### config.mk
export PLATFORM = sky130hd
export DESIGN_NAME = display_wake_sleep_policy
export DESIGN_NICKNAME = d
export VERILOG_FILES = /design/src/rtl/dwsp_pkg.sv /design/src/rtl/dwsp_cfg.sv /design/src/rtl/dwsp_step.sv /design/src/rtl/display_wake_sleep_policy.sv
export SDC_FILE = /design/constraint.sdc
export NUM_CORES = 1
export LEC_CHECK = 0
export BUFFER_PORTS_ARGS = -buffer_cell sky130_fd_sc_hd__buf_2
export CAP_MARGIN = 20
export CELL_PAD_IN_SITES_DETAIL_PLACEMENT = 1
export CELL_PAD_IN_SITES_GLOBAL_PLACEMENT = 2
export CORE_ASPECT_RATIO = 0.6
export CORE_MARGIN = 4
export CORE_UTILIZATION = 40
export DETAILED_ROUTE_END_ITERATION = 12
export GPL_TIMING_DRIVEN = 1
export HOLD_SLACK_MARGIN = 0.03
export PLACE_DENSITY = 0.93
export SYNTH_ARGS = -nofsm -noshare
export SYNTH_HDL_FRONTEND = slang
export SYNTH_SLANG_ARGS = --single-unit
### constraint.sdc
create_clock -name i_clk -period 22.2 [get_ports i_clk]
set_input_delay 2.22 -clock i_clk [delete_from_list [all_inputs] [get_ports i_clk]]
set_output_delay 2.22 -clock i_clk [all_outputs]
set_load 0.05 [all_outputs]
### src/rtl/dwsp_pkg.sv
// shared types, constants and the idle timeout table for the display wake/sleep policy
// no dependencies; imported by every module of the block
`default_nettype none

package dwsp_pkg;

    localparam int TimeW = 64;

    // item kinds
    localparam logic [1:0] KIND_STEP     = 2'd0;
    localparam logic [1:0] KIND_PAIRING  = 2'd1;
    localparam logic [1:0] KIND_RECONCILE = 2'd2;
    localparam logic [1:0] KIND_FAILURE  = 2'd3;

    // intents
    localparam logic [2:0] INTENT_NONE  = 3'd0;
    localparam logic [2:0] INTENT_WAKE  = 3'd1;
    localparam logic [2:0] INTENT_SLEEP = 3'd2;
    localparam logic [2:0] INTENT_NEXT  = 3'd3;
    localparam logic [2:0] INTENT_STOP  = 3'd4;

    // configuration register indexes
    localparam logic [1:0] CFG_IDLE_CHOICE  = 2'd0;
    localparam logic [1:0] CFG_PAIRING_TO   = 2'd1;
    localparam logic [1:0] CFG_INIT_DISPLAY = 2'd2;
    localparam logic [1:0] CFG_UNUSED       = 2'd3;

    // timeout choice codes
    localparam logic [1:0] TO_5S  = 2'd0;
    localparam logic [1:0] TO_15S = 2'd1;
    localparam logic [1:0] TO_30S = 2'd2;

    localparam logic [1:0]  CHOICE_RESET     = TO_15S;
    localparam logic [15:0] PAIRING_TO_RESET = 16'd30000;
    localparam logic        INIT_ON_RESET    = 1'b1;

    typedef struct packed {
        logic [1:0]       kind;
        logic [TimeW-1:0] time_ms;
        logic             stop_request;
        logic             selftest_known;
        logic             selftest_on;
        logic             user_activity;
        logic             button_valid;
        logic             button_pressed;
        logic             wrist_lift;
        logic             flag_value;
    } t_in_item;

    typedef struct packed {
        logic [2:0] intent;
        logic       display_is_on;
    } t_out_item;

    typedef struct packed {
        logic [1:0]  idle_timeout_choice;
        logic [15:0] pairing_page_timeout_ms;
        logic        initial_display_on;
    } t_cfg;

    typedef struct packed {
        logic load;
        logic value;
    } t_disp_load;

    typedef struct packed {
        logic             stop_latched;
        logic             display_on_state;
        logic [TimeW-1:0] last_activity_time;
        logic             pairing_page_active;
        logic             selftest_running;
        logic             selftest_entry_display;
        logic             selftest_user_seen;
        logic             selftest_wake_blocked;
        logic             button_known;
        logic             button_down;
        logic             press_began_display_on;
        logic             release_blocked;
    } t_state;

    // policy state right after reset
    localparam t_state STATE_RESET = '{
        stop_latched:           1'b0,
        display_on_state:       INIT_ON_RESET,
        last_activity_time:     '0,
        pairing_page_active:    1'b0,
        selftest_running:       1'b0,
        selftest_entry_display: 1'b0,
        selftest_user_seen:     1'b0,
        selftest_wake_blocked:  1'b0,
        button_known:           1'b0,
        button_down:            1'b0,
        press_began_display_on: 1'b0,
        release_blocked:        1'b0
    };

    function automatic logic [15:0] timeout_for_choice(input logic [1:0] choice);
        logic [15:0] v;
        case (choice)
            TO_5S:   v = 16'd5000;
            TO_15S:  v = 16'd15000;
            TO_30S:  v = 16'd30000;
            default: v = 16'd15000;
        endcase
        return v;
    endfunction

endpackage

`default_nettype wire

### src/rtl/dwsp_cfg.sv
// configuration registers of the display wake/sleep policy
// depends on dwsp_pkg
`default_nettype none

module dwsp_cfg (
    input  wire logic                i_clk,
    input  wire logic                i_rst_n,
    input  wire logic                i_cfg_valid,
    input  wire logic [1:0]          i_cfg_index,
    input  wire logic [15:0]         i_cfg_data,
    output dwsp_pkg::t_cfg           o_cfg,
    output dwsp_pkg::t_disp_load     o_disp_load
);
    import dwsp_pkg::*;

    t_cfg r_cfg;

    always_ff @(posedge i_clk) begin
        if (!i_rst_n) begin
            r_cfg.idle_timeout_choice     <= CHOICE_RESET;
            r_cfg.pairing_page_timeout_ms <= PAIRING_TO_RESET;
            r_cfg.initial_display_on      <= INIT_ON_RESET;
        end else if (i_cfg_valid) begin
            unique case (i_cfg_index)
                CFG_IDLE_CHOICE: begin
                    // unused choice code leaves the register alone
                    if (i_cfg_data[1:0] != 2'd3) begin
                        r_cfg.idle_timeout_choice <= i_cfg_data[1:0];
                    end
                end
                CFG_PAIRING_TO:   r_cfg.pairing_page_timeout_ms <= i_cfg_data;
                CFG_INIT_DISPLAY: r_cfg.initial_display_on <= i_cfg_data[0];
                CFG_UNUSED: begin
                end
                default: begin
                end
            endcase
        end
    end

    assign o_cfg             = r_cfg;
    assign o_disp_load.load  = i_cfg_valid && (i_cfg_index == CFG_INIT_DISPLAY);
    assign o_disp_load.value = i_cfg_data[0];

endmodule

`default_nettype wire

### src/rtl/dwsp_step.sv
// next-state and intent logic for one item of the display wake/sleep policy
// depends on dwsp_pkg
`default_nettype none

module dwsp_step (
    input  wire dwsp_pkg::t_in_item  i_item,
    input  wire dwsp_pkg::t_state    i_state,
    input  wire dwsp_pkg::t_cfg      i_cfg,
    output dwsp_pkg::t_state         o_state,
    output logic [2:0]               o_intent
);
    import dwsp_pkg::*;

    t_state           s;
    logic [2:0]       intent;
    logic [2:0]       btn_intent;
    logic             done;
    logic             press_now;
    logic             restore;
    logic             blocked;
    logic             began_on;
    logic [TimeW-1:0] diff;
    logic [TimeW-1:0] elapsed;
    logic [15:0]      limit;

    always_comb begin
        s          = i_state;
        intent     = INTENT_NONE;
        btn_intent = INTENT_NONE;
        done       = 1'b0;
        press_now  = i_item.button_valid && i_item.button_pressed;
        restore    = 1'b0;
        blocked    = 1'b0;
        began_on   = 1'b0;
        diff       = '0;
        elapsed    = '0;
        limit      = '0;

        case (i_item.kind)
            KIND_STEP: begin
                if (s.stop_latched) begin
                    done = 1'b1;
                end else if (i_item.stop_request) begin
                    s.stop_latched = 1'b1;
                    intent         = INTENT_STOP;
                    done           = 1'b1;
                end

                if (!done) begin
                    // self-test entry
                    if (i_item.selftest_known && i_item.selftest_on
                            && !s.selftest_running) begin
                        s.selftest_running       = 1'b1;
                        s.selftest_entry_display = s.display_on_state;
                        s.selftest_user_seen     = 1'b0;
                        s.selftest_wake_blocked  = 1'b0;
                        if (s.button_known && s.button_down) begin
                            s.release_blocked = 1'b1;
                        end
                    end
                    if (s.selftest_running && (i_item.user_activity || press_now)) begin
                        s.selftest_user_seen = 1'b1;
                        s.last_activity_time = i_item.time_ms;
                        if (press_now) begin
                            s.release_blocked = 1'b1;
                        end
                    end
                    // self-test exit
                    if (i_item.selftest_known && !i_item.selftest_on
                            && s.selftest_running) begin
                        restore                 = s.selftest_user_seen
                                                  || s.selftest_entry_display;
                        s.selftest_running      = 1'b0;
                        s.selftest_user_seen    = 1'b0;
                        s.selftest_wake_blocked = 1'b0;
                        if (restore) begin
                            s.last_activity_time = i_item.time_ms;
                        end
                        if (s.display_on_state != restore) begin
                            s.display_on_state = restore;
                            intent             = restore ? INTENT_WAKE : INTENT_SLEEP;
                            done               = 1'b1;
                        end
                    end
                end

                if (!done && s.selftest_running && !s.display_on_state
                        && !s.selftest_wake_blocked) begin
                    s.display_on_state = 1'b1;
                    intent             = INTENT_WAKE;
                    done               = 1'b1;
                end

                if (!done) begin
                    // power button tracking
                    if (!i_item.button_valid) begin
                        s.button_known           = 1'b0;
                        s.button_down            = 1'b0;
                        s.press_began_display_on = 1'b0;
                        s.release_blocked        = 1'b0;
                    end else if (!s.button_known) begin
                        s.button_known = 1'b1;
                        s.button_down  = i_item.button_pressed;
                        if (i_item.button_pressed) begin
                            s.last_activity_time     = i_item.time_ms;
                            s.press_began_display_on = s.display_on_state;
                            s.release_blocked        = s.selftest_running;
                        end
                    end else if (i_item.button_pressed != s.button_down) begin
                        s.button_down        = i_item.button_pressed;
                        s.last_activity_time = i_item.time_ms;
                        if (i_item.button_pressed) begin
                            s.press_began_display_on = s.display_on_state;
                            s.release_blocked        = s.selftest_running;
                        end else begin
                            began_on                 = s.press_began_display_on;
                            blocked                  = s.release_blocked;
                            s.press_began_display_on = 1'b0;
                            s.release_blocked        = 1'b0;
                            s.selftest_wake_blocked  = 1'b0;
                            if (!blocked && !s.display_on_state) begin
                                s.display_on_state = 1'b1;
                                btn_intent         = INTENT_WAKE;
                            end else if (!blocked && began_on && !s.selftest_running) begin
                                btn_intent = INTENT_NEXT;
                            end
                        end
                    end

                    if (i_item.user_activity) begin
                        s.selftest_wake_blocked = 1'b0;
                        s.last_activity_time    = i_item.time_ms;
                        if (!s.display_on_state) begin
                            s.display_on_state = 1'b1;
                            intent             = INTENT_WAKE;
                            done               = 1'b1;
                        end
                    end
                end

                if (!done && btn_intent != INTENT_NONE) begin
                    intent = btn_intent;
                    done   = 1'b1;
                end

                if (!done) begin
                    if (s.button_known && s.button_down) begin
                        s.last_activity_time = i_item.time_ms;
                    end
                    if (i_item.wrist_lift && !s.display_on_state && !s.selftest_running
                            && !(s.button_known && s.button_down)) begin
                        s.last_activity_time = i_item.time_ms;
                        s.display_on_state   = 1'b1;
                        intent               = INTENT_WAKE;
                        done                 = 1'b1;
                    end
                end

                if (!done) begin
                    // idle timeout; a backwards clock reads as zero idle time
                    limit   = s.pairing_page_active ? i_cfg.pairing_page_timeout_ms
                                                    : timeout_for_choice(i_cfg.idle_timeout_choice);
                    diff    = i_item.time_ms - s.last_activity_time;
                    elapsed = diff[TimeW-1] ? '0 : diff;
                    if (s.display_on_state && !s.selftest_running
                            && elapsed >= {{(TimeW-16){1'b0}}, limit}) begin
                        s.display_on_state = 1'b0;
                        intent             = INTENT_SLEEP;
                    end
                end
            end
            KIND_PAIRING: begin
                if (s.pairing_page_active != i_item.flag_value) begin
                    s.pairing_page_active = i_item.flag_value;
                    s.last_activity_time  = i_item.time_ms;
                end
            end
            KIND_RECONCILE: begin
                s.display_on_state = i_item.flag_value;
            end
            KIND_FAILURE: begin
                if (s.selftest_running && !s.display_on_state) begin
                    s.selftest_wake_blocked = 1'b1;
                end
            end
            default: begin
            end
        endcase
    end

    assign o_state  = s;
    assign o_intent = intent;

endmodule

`default_nettype wire

### src/rtl/display_wake_sleep_policy.sv
// display wake/sleep policy, top level: input register, step logic, result register
// depends on dwsp_pkg, dwsp_cfg and dwsp_step
//
// Decides wake, sleep, next-page and stop intents for a wearable display from
// timestamped items. Every accepted item gives exactly one result item, in
// order: a policy step gives its intent, the pairing-page, reconcile and
// failure-note kinds give intent none. Each result also carries the display
// state held after the item. Throughput is one item per clock while the sink
// takes results. A taken item waits in the input register and moves into the
// result register once that register is free or being taken (one input
// register, one result register). The step logic between them is flag logic
// plus one 64-bit wrapping subtract and compare against the active timeout.
// The block holds at most two items: the input is ready while the input
// register is empty or its item moves on in that cycle, which needs the
// result register free or being taken. Configuration writes are always ready
// and are meant to be issued while the block is idle; writing
// initial_display_on also loads the held display state.
`default_nettype none

module display_wake_sleep_policy (
    input  wire logic                i_clk,
    input  wire logic                i_rst_n,
    // item input channel
    input  wire logic                i_in_valid,
    output logic                     o_in_ready,
    input  wire dwsp_pkg::t_in_item  i_in_data,
    // result channel
    output logic                     o_out_valid,
    input  wire logic                i_out_ready,
    output dwsp_pkg::t_out_item      o_out_data,
    // configuration write channel
    input  wire logic                i_cfg_valid,
    output logic                     o_cfg_ready,
    input  wire logic [1:0]          i_cfg_index,
    input  wire logic [15:0]         i_cfg_data
);
    import dwsp_pkg::*;

    // input register
    logic       r_in_valid;
    t_in_item   r_in;
    // result register
    logic       r_out_valid;
    t_out_item  r_out;
    // policy state
    t_state     r_state;
    t_state     n_state;
    logic [2:0] step_intent;

    t_cfg       cfg;
    t_disp_load disp_load;
    logic       advance;
    logic       cfg_write;

    assign o_cfg_ready = 1'b1;
    assign cfg_write   = i_cfg_valid && o_cfg_ready;

    dwsp_cfg u_cfg (
        .i_clk       (i_clk),
        .i_rst_n     (i_rst_n),
        .i_cfg_valid (cfg_write),
        .i_cfg_index (i_cfg_index),
        .i_cfg_data  (i_cfg_data),
        .o_cfg       (cfg),
        .o_disp_load (disp_load)
    );

    dwsp_step u_step (
        .i_item   (r_in),
        .i_state  (r_state),
        .i_cfg    (cfg),
        .o_state  (n_state),
        .o_intent (step_intent)
    );

    // the held item moves into the result register when that register frees up
    assign advance    = r_in_valid && (!r_out_valid || i_out_ready);
    assign o_in_ready = !r_in_valid || advance;

    // input register
    always_ff @(posedge i_clk) begin
        if (!i_rst_n) begin
            r_in_valid <= 1'b0;
        end else if (o_in_ready) begin
            r_in_valid <= i_in_valid;
        end
    end

    always_ff @(posedge i_clk) begin
        if (o_in_ready && i_in_valid) begin
            r_in <= i_in_data;
        end
    end

    // result register
    always_ff @(posedge i_clk) begin
        if (!i_rst_n) begin
            r_out_valid <= 1'b0;
        end else if (advance) begin
            r_out_valid <= 1'b1;
        end else if (i_out_ready) begin
            r_out_valid <= 1'b0;
        end
    end

    always_ff @(posedge i_clk) begin
        if (advance) begin
            r_out.intent        <= step_intent;
            r_out.display_is_on <= n_state.display_on_state;
        end
    end

    // policy state; a write of initial_display_on also sets the display state
    always_ff @(posedge i_clk) begin
        if (!i_rst_n) begin
            r_state <= STATE_RESET;
        end else if (advance) begin
            r_state <= n_state;
        end else if (disp_load.load) begin
            r_state.display_on_state <= disp_load.value;
        end
    end

    assign o_out_valid = r_out_valid;
    assign o_out_data  = r_out;

endmodule

`default_nettype wire

After elaboration in Yosys (flattened, before gate mapping)
Cells that the tools add are included.
{"block": "word_totals", "register_bits": 173, "output_inout_bits": 7}
{"block": "op_classes", "add_sub_neg": 1, "order_cmp": 1, "n_eq_ne": 16, "n_mux": 110, "reduce_logical": 58}
{"op": "$mux W65", "count": 14}
{"op": "$mux W64", "count": 5}
{"op": "$pmux W64 S2", "count": 1}
{"op": "$mux W3", "count": 23}
{"op": "$ge A64 B16 Y1", "count": 1}
{"op": "$sub A64 B64 Y64", "count": 1}
{"op": "$mux W63", "count": 1}
{"op": "$mux W16", "count": 3}
{"op": "$mux W1", "count": 46}
{"op": "$pmux W15 S2", "count": 1}
{"op": "$logic_and A1 B1 Y1", "count": 24}
{"op": "$mux W4", "count": 6}
{"op": "$reduce_and A3 Y1", "count": 5}
{"op": "$logic_not A1 Y1", "count": 14}
{"op": "$mux W2", "count": 6}
{"op": "$mux W5", "count": 2}
{"op": "$eq A2 B2 Y1 const B", "count": 4}
{"op": "$reduce_bool A2 Y1", "count": 4}
{"op": "$logic_not A2 Y1", "count": 3}
{"op": "$ne A2 B2 Y1 const B", "count": 3}
{"op": "$reduce_and A5 Y1", "count": 1}
{"op": "$eq A2 B1 Y1 const B", "count": 2}
{"op": "$logic_or A1 B1 Y1", "count": 4}
{"op": "$ne A2 B1 Y1 const B", "count": 2}
{"op": "6 further kinds", "count": 10}

Depth between registers and ports, before layout
Gate-level depths: netlist of run 1.
{"block": "logic_depth", "depth_word": 49, "depth_mapped": 50}

Hierarchy
From an unflattened synthesis of run 1, not the netlist that was laid out.
{"block": "hier_totals", "cells_unflattened": 1643, "area_unflattened_um2": 13830.8}
{"mod": "dwsp_step", "n_inst": 1, "cells_per_inst": 1123, "area_each_um2": 7508.5}
{"mod": "display_wake_sleep_policy", "n_inst": 1, "cells_per_inst": 434, "area_each_um2": 5479.0}
{"mod": "dwsp_cfg", "n_inst": 1, "cells_per_inst": 86, "area_each_um2": 843.3}

Least setup slack after synthesis of run 1
Ideal clock, no wire load.
{"block": "synth_path", "kind": "flip-flop to flip-flop", "startpoint": "reg r_in[5] (netlist bit)", "endpoint": "reg r_out, in the netlist o_out_data[2] (data pin)", "arrival_ps": 9039, "slack_ps": 12906, "path_stages_with_launch": 49, "n_path_buf": 8, "cell_sequence": "edfxtp_1 > buf_6 > and3b_1 > nor3_1 > a21o_1 > nand2_1 > ha_1 > o21a_1 > buf_4 > o21ai_1 > and4_1 > buf_2 > o31ai_4 > nand2_1 > clkbuf_1 > buf_1 > mux2i_1 > ha_1 > (+13 left out) > xnor2_1 > clkbuf_1 > nor2_1 > ha_1 > a2111oi_0 > a21oi_1 > o21ai_0 > a31o_2 > o211ai_1 > nor2_1 > o2111ai_1 > nor4_2 > nand4_1 > or4_1 > nor3_2 > nand4b_1 > and2_1 > o21a_1"}
{"block": "synth_via", "elab_chain_cells": 46, "word_cells_on_any_way": 111}
{"element": "start: declaration", "line_no": "display_wake_sleep_policy.sv:41", "text": "t_in_item r_in;"}
{"element": "start signal: assignment", "line_no": "display_wake_sleep_policy.sv:91", "text": "r_in <= i_in_data;"}
{"element": "$logic_and A1 B1 Y1", "line_no": "dwsp_step.sv:51", "text": "if (i_item.selftest_known && i_item.selftest_on"}
{"element": "$logic_and A1 B1 Y1", "line_no": "dwsp_step.sv:52", "text": "&& !s.selftest_running) begin"}
{"element": "$mux W4", "line_no": "dwsp_step.sv:51"}
{"element": "$mux W4", "line_no": "dwsp_step.sv:49", "text": "if (!done) begin"}
{"element": "$mux W4", "line_no": "dwsp_step.sv:39", "text": "case (i_item.kind)"}
{"element": "$logic_and A1 B1 Y1", "line_no": "dwsp_step.sv:61", "text": "if (s.selftest_running && (i_item.user_activity || press_now)) begin"}
{"element": "$mux W1", "line_no": "dwsp_step.sv:61"}
{"element": "$mux W1", "line_no": "dwsp_step.sv:49"}
{"element": "(+30 left out)"}
{"element": "$mux W65", "line_no": "dwsp_step.sv:146", "text": "if (!done) begin"}
{"element": "$mux W65", "line_no": "dwsp_step.sv:39"}
{"element": "$sub A64 B64 Y64", "line_no": "dwsp_step.sv:163", "text": "diff = i_item.time_ms - s.last_activity_time;"}
{"element": "$mux W63", "line_no": "dwsp_step.sv:164", "text": "elapsed = diff[TimeW-1] ? '0 : diff;"}
{"element": "$ge A64 B16 Y1", "line_no": "dwsp_step.sv:166", "text": "&& elapsed >= {{(TimeW-16){1'b0}}, limit}) begin"}
{"element": "$logic_and A1 B1 Y1", "line_no": "dwsp_step.sv:166"}
{"element": "$mux W3", "line_no": "dwsp_step.sv:165", "text": "if (s.display_on_state && !s.selftest_running"}
{"element": "$mux W3 (*)", "line_no": "dwsp_step.sv:159", "text": "if (!done) begin"}
{"element": "end: declaration", "line_no": "display_wake_sleep_policy.sv:44", "text": "t_out_item r_out;"}
Mark *: on every way between the ends. The rest lies on a longest branch, timed or not. The select of a mux whose other input is x is not followed.
A chain may end at the register's enable or synchronous reset.

Worst setup path in the final report of run 1
{"block": "layout_path", "startpoint": "reg r_state[7] (netlist bit)", "endpoint": "reg r_out, in the netlist o_out_data[2] (data pin)"}
{"block": "layout_via", "elab_chain_cells": 46, "word_cells_on_any_way": 109}
{"element": "start: declaration", "line_no": "display_wake_sleep_policy.sv:46", "text": "t_state r_state;"}
{"element": "start signal: assignment", "line_no": "display_wake_sleep_policy.sv:118", "text": "r_state <= n_state;"}
{"element": "$logic_not A1 Y1", "line_no": "dwsp_step.sv:52"}
{"element": "$logic_and A1 B1 Y1", "line_no": "dwsp_step.sv:52"}
{"element": "$mux W4", "line_no": "dwsp_step.sv:51"}
{"element": "$mux W4", "line_no": "dwsp_step.sv:49"}
{"element": "$mux W4", "line_no": "dwsp_step.sv:39"}
{"element": "$logic_and A1 B1 Y1", "line_no": "dwsp_step.sv:61"}
{"element": "$mux W1", "line_no": "dwsp_step.sv:61"}
{"element": "$mux W1", "line_no": "dwsp_step.sv:49"}
{"element": "(+30 left out)"}
{"element": "$mux W65", "line_no": "dwsp_step.sv:146"}
{"element": "$mux W65", "line_no": "dwsp_step.sv:39"}
{"element": "$sub A64 B64 Y64", "line_no": "dwsp_step.sv:163"}
{"element": "$mux W63", "line_no": "dwsp_step.sv:164"}
{"element": "$ge A64 B16 Y1", "line_no": "dwsp_step.sv:166"}
{"element": "$logic_and A1 B1 Y1", "line_no": "dwsp_step.sv:166"}
{"element": "$mux W3", "line_no": "dwsp_step.sv:165"}
{"element": "$mux W3 (*)", "line_no": "dwsp_step.sv:159"}
Marked as above.

==> flow_summary.yaml, run 1 <==
die:
  fp-row-count: 50
  die_area_um2: 34900
  die_y_um: 146
  pin_count: 104
  core-area_um2: 31300
  die_w_um: 238
  start_util_pct: 40.8
cts:
  post-cts-setup-buffer-count: 0
  htree_levels: 4
  post_cts_resized: 0
  clock-sinks: 173
  cts.reportedPaths.clkPinSlew_ns: 0.08
  cts_root_buf: "clkbuf_16"
  clock_latency_ns: 0.46
  holdBufCountCts: 0
  cts_buffer_depth: 2
  cts_buffers: 17
  tritoncts: "built"
detailed_routing:
  drc: 0
  dr.pass1.iters: 5
  wl_um: 45600
  vias_per_cell: 6.08
  wl_per_cell_um: 22.3
  ant_nets: 0
  vias: 12400
  first_iter_violations: 1027
logic_synthesis:
  synth_edf_count: 78
  async_reset_ff_share_pct: 0
  netlist_instances: 1568
  post_synth.cell_area_avg_um2: 8.13
  seq_area_frac_synth_pct: 33.3
  synth_cell_types: 95
  yosys_register_bits: 173
  ys.flop_type: "dfxtp_1"
  ys_warn_count: 0
  synth_fp_nets: 1740
  synth_area_um2: 12700
sta:
  tns_ns: 0
  grt_setup_unrepaired: "no"
  maxSlewHeadroom_pct: 24.0
  finalCriticalPeriod_ns: 11.32
  fmax_mhz: 88.4
  clock_skew_ns: 0.0114
  tightest_slew_ns: 1.13
  setup_viol: 0
  period_share_pct: 51.0
  slew_viol_final: 0
  final-hold-violation-count: 0
run_status:
  outcome: "finished clean"
min_path:
  hold_depth: 2
  hp-class: "reg2reg"
place:
  dpl_cell_area_um2: 13500
  dp_hpwl_um: 35100
  portBuffers: 102
  place.gp.congestion: 0.957
worst_setup_path:
  worst-path-max-fanout: 36
  crit_top_cell: "a21oi_1"
  startpoint_type: "flip-flop"
  critPathSlowestCell: "dfxtp_1"
  required_ns: 22.42
  ff2ff_path_depth: 43
  crit_type: "reg2reg"
  endpoint_kind: "flip-flop"
  cp.arrival_ns: 11.54
  crit_path_max_incr_delay_ns: 0.67
layout:
  fillers: 3824
  design_area_um2: 14100
  num-nets-final: 1784
  area_growth_pct: 10.3
  drive_above_1_share_pct: 12.1
grt:
  globalRouteOverflowTotal: 0
  grtUsageTotal_pct: 26.0
  grt_max_degree: 86
  antenna_found_initial: 0
  first_global_vias: 12500
  grt_pass1_wl_um: 72200
pwr:
  worst_ir_drop_vdd_uv: 57.2
  pwr_density_cell_nw_per_um2: 71.5
  leakage_uw: 0.00531
run:
  max_cap_violations: 0
[registers in the layout (all words and copies together), names as in the netlist]
name	cells
o_out_data	4
o_out_valid	1
r_in	74
r_in_valid	1
r_state	75
u_cfg.o_cfg	18
[worst paths after layout]
check	start	end	slack (ns)
setup / recovery	r_state[7]$_SDFFE_PN0P_	o_out_data[2]$_SDFFCE_PN0P_	10.88
hold / removal	r_state[31]$_SDFFE_PN0P_	r_state[31]$_SDFFE_PN0P_	0.46
setup reg to reg	r_state[7]$_SDFFE_PN0P_	o_out_data[2]$_SDFFCE_PN0P_	10.88
hold reg to reg	r_state[31]$_SDFFE_PN0P_	r_state[31]$_SDFFE_PN0P_	0.46
[placed cells by master, fill, tap and decap left out, drive strengths merged, types with 15 or more instances in the layout]
| cell type | synthesis | routed |
|---|---|---|
| inv | 31 | 39 |
| buf | 27 | 114 |
| a21oi | 200 | 200 |
| edfxtp | 78 | 78 |
| clkbuf | 62 | 18 |
| xor2 | 15 | 15 |
| nand2 | 271 | 271 |
| a31oi | 20 | 20 |
| nand4 | 23 | 23 |
| xnor2 | 26 | 26 |
| nor2 | 116 | 116 |
| mux2i | 64 | 64 |
| dfxtp | 95 | 95 |
| o21ai | 72 | 72 |
| o21a | 21 | 21 |
| a21o | 31 | 31 |
| nor3 | 26 | 26 |
| nor2b | 18 | 18 |
| ha | 74 | 74 |
| nand3 | 53 | 53 |
| nand2b | 19 | 19 |
[per-layer routing]
layer  wire length [um]  up-vias  global-route usage [%]
li1                   -     5834                       -
met3               3480       18                    5.80
met1              23900     6191                    41.8
met5                  0        -                       0
met4                238        0                    3.48
met2              18100      378                    35.8
[cells by family after synthesis]
group	Yosys count	synth area share [%]
adders and majority gates	76	7.50
other	1	0.0294
AOI/OAI and AO/OA	467	23.7
xor gates and xnor gates	41	2.82
DFF	173	33.3
and+or+nand+nor	623	23.2
buffers and inverters	120	4.19
muxes	67	5.32
[critical path: cells and delay by family, from the launching register on]
| kind | cells | cell delay, ns |
|---|---|---|
| AND/OR/NAND/NOR | 18 | 4.19 |
| AO/OA/AOI/OAI | 17 | 3.21 |
| adder cells (fa/ha/maj) | 3 | 1.23 |
| buffers and inverters | 3 | 1.11 |
| flip-flops | 1 | 0.67 |
| XOR/XNOR | 1 | 0.36 |
| multiplexers | 1 | 0.19 |
[metrics by stage]
stage / utilization, % / worst slack (ns) / total power (uW) / hold WS [ns] / cells
floorplan: - / 12.91 / 596 / 0.432 / 1568
global placement: 43.0 / 11.24 / 691 / 0.441 / 2007
detailed placement: 43.0 / 10.63 / 700 / 0.446 / 2007
CTS: 44.8 / 10.54 / 1000 / 0.457 / 2039
global route: 44.9 / 9.97 / 1060 / 0.476 / 2041
finish: 44.9 / 10.88 / 1010 / 0.457 / 2043
[final cells by class]
type / count / area (um^2) / share of cell area [%]
clock inverters: 14 / 126 / 0.899
well taps: 416 / 520 / 3.70
flip-flops and latches: 173 / 4240 / 30.2
clock buffers: 18 / 439 / 3.12
inverters: 31 / 116 / 0.828
multi-input cells: 1275 / 7990 / 56.8
diodes: 2 / 5.00 / 0.0356
repair buffers: 114 / 621 / 4.41
[cell usage after synthesis, types with 5 or more instances]
master	count	area share, %
a211o_1	6	0.41
o21a_1	21	1.2
a211oi_1	9	0.53
a2111oi_0	8	0.55
buf_6	6	0.53
a21oi_1	196	7.7
ha_1	74	7.3
xnor2_1	26	1.8
or3_1	9	0.44
o211ai_1	13	0.77
o31ai_1	10	0.59
edfxtp_1	78	18
nor2b_1	17	0.83
or2_2	8	0.39
nor4_1	12	0.59
o21ai_0	64	2.5
clkbuf_1	62	1.8
and4_1	5	0.34
and3_1	14	0.69
nor2_1	115	3.4
inv_1	31	0.91
dfxtp_1	95	15
buf_4	8	0.47
o21bai_1	8	0.47
mux2i_1	64	5.0
nand4_1	23	1.1
o21ai_1	5	0.20
o22ai_1	10	0.49
xor2_1	15	1.0
a41oi_1	6	0.41
nor3b_1	5	0.29
and2_1	13	0.64
nor3_1	23	0.90
a31oi_1	18	0.88
nand2_1	271	8.0
buf_1	6	0.18
nand2b_1	19	0.93
a21o_1	31	1.8
nand3b_1	6	0.35
buf_2	7	0.27
nand3_1	52	2.0
o2111ai_1	8	0.55
[where the power goes]
part	total [uW]	leakage, uW	switching [uW]	internal (uW)
registers	361	0.00153	13.6	347
logic	343	0.00351	222	121
clock network	301	0.000271	150	151
No activity file was read; power rests on OpenSTA's default activity.
==> run 2: changes to the inputs <==
- CORE_UTILIZATION: 40 -> 33
- PLACE_DENSITY: 0.93 -> 0.83
- clock period: 22.2 -> 9.65 ns (I/O delays scaled with it)
==> flow_summary.yaml, run 2 (synthesis results as in run 1) <==
grt:
  globalRouteOverflowTotal: 0
  grt_max_degree: 86
  grt_pass1_wl_um: 73700
  antenna_found_initial: 0
  grtUsageTotal_pct: 22.4
  first_global_vias: 12400
detailed_routing:
  wl_per_cell_um: 21.5
  vias: 12500
  first_iter_violations: 1212
  ant_nets: 0
  dr.pass1.iters: 5
  drc: 0
  wl_um: 47400
  vias_per_cell: 5.65
min_path:
  hold_depth: 2
  hp-class: "reg2reg"
worst_setup_path:
  required_ns: 9.88
  startpoint_type: "flip-flop"
  crit_type: "reg2reg"
  worst-path-max-fanout: 21
  ff2ff_path_depth: 39
  critPathSlowestCell: "or4_1"
  crit_path_max_incr_delay_ns: 0.51
  endpoint_kind: "flip-flop"
  cp.arrival_ns: 9.32
sta:
  fmax_mhz: 110
  slew_viol_final: 0
  holdWs_ns: 0.457
  maxSlewHeadroom_pct: 31.2
  tns_ns: 0
  finalCriticalPeriod_ns: 9.09
  setup_viol: 0
  period_share_pct: 94.2
  tightest_slew_ns: 1.03
  final-hold-violation-count: 0
  clock_skew_ns: 0.0169
layout:
  largest_reg_flops: 75
  antennaDiodeCount: 0
  drive_above_1_share_pct: 16.9
  layout_commonest_cell: "nand2_1"
  layout_common_cells: "270 x nand2_1, 190 x a21oi_1, 113 x nor2_1"
  area_growth_pct: 16.1
  num-nets-final: 1854
  regMostFlops: "r_state"
die:
  core-area_um2: 37900
  die_w_um: 262
  start_util_pct: 33.6
  pin_count: 104
  die_y_um: 160
  die_area_um2: 41900
  fp-row-count: 55
cts:
  clock-sinks: 173
  cts_buffers: 17
  tritoncts: "built"
  cts.reportedPaths.clkPinSlew_ns: 0.08
  cts_buffer_depth: 2
  holdBufCountCts: 0
  htree_levels: 4
  cts_root_buf: "clkbuf_16"
  clock_latency_ns: 0.47
pwr:
  p_sw_uw: 916
  leakage_uw: 0.00569
  clock_power_share_pct: 29.4
  pwr-share-comb_pct: 35.8
  worst_ir_drop_vdd_uv: 124
  p_int_uw: 1460
  pwr_density_cell_nw_per_um2: 161
  p_sw_share_pct: 38.5
  seq_power_share_pct: 34.8
place:
  place.gp.congestion: 0.935
  dp_hpwl_um: 36900
  portBuffers: 102
run_status:
  outcome: "finished clean"
run:
  max_cap_violations: 0
==> run 2: through the flow <==
step           util [%]  total power (uW)  setup WS [ns]  std cells  cell area, um^2
2_1_floorplan         -              1370          0.356       1568            12700
3_3_place_gp       37.1              1650          0.217       2165            14100
3_5_place_dp       37.1              1660         -0.113       2165            14100
4_1_cts            38.6              2370         0.0798       2197            14600
5_1_grt            39.0              2510        -0.0318       2208            14800
6_report           39.0              2380          0.560       2208            14800
==> run 2: final timing paths <==
path | start | endpoint | slack [ns]
max reg2reg | r_in[6]$_DFFE_PP_ | o_out_data[2]$_SDFFCE_PN0P_ | 0.56
min reg2reg | r_state[44]$_SDFFE_PN0P_ | r_state[44]$_SDFFE_PN0P_ | 0.46
min | r_state[44]$_SDFFE_PN0P_ | r_state[44]$_SDFFE_PN0P_ | 0.46
max | r_in[6]$_DFFE_PP_ | o_out_data[2]$_SDFFCE_PN0P_ | 0.56
==> run 2: timing repair <==
action | 4_1_cts | 5_1_grt
endpoints found under the setup margin | 4 | 4
gates cloned | 0 | 0
pin swaps | 0 | 4
setup buffers | 0 | 10
resized for setup | 2 | 23
hold endpoints to repair | 0 | 0
==> run 2: cell type report <==
class                   count  area [um^2]
clock inverters            15          140
clock buffers              17          425
inverters                  31          116
repair buffers            184         1160
fillers                  4565        23100
multi-input cells        1275         8070
well taps                 513          642
flip-flops and latches    173         4240
==> run 2: worst max-delay path, delay by kind of cell, from the launching register on <==
kind,cells,cell delay [ns]
AOI/OAI and AO/OA,16,3.12
and+or+nand+nor,14,3.20
DFF,1,0.43
adders and majority gates,3,0.98
muxes,1,0.15
buffers and inverters,4,0.72
xor gates and xnor gates,1,0.22
==> run 2: power by group through the flow <==
stage	clock network [uW]	logic [uW]	registers, uW
finish	699	852	829
floorplan	0	535	837
CTS	718	820	830
global route	748	931	833
global placement	0	801	845
detailed placement	0	813	847
==> run 2: metal layers <==
layer	GRT usage (%)	share of wire (%)	routed length, um	vias up
met3	4.90	6.6	3130	27
met4	3.88	0.81	384	0
met1	37.3	55	26000	6155
met2	28.9	38	17900	329
li1	-	-	-	5969
met5	0	0	0	-
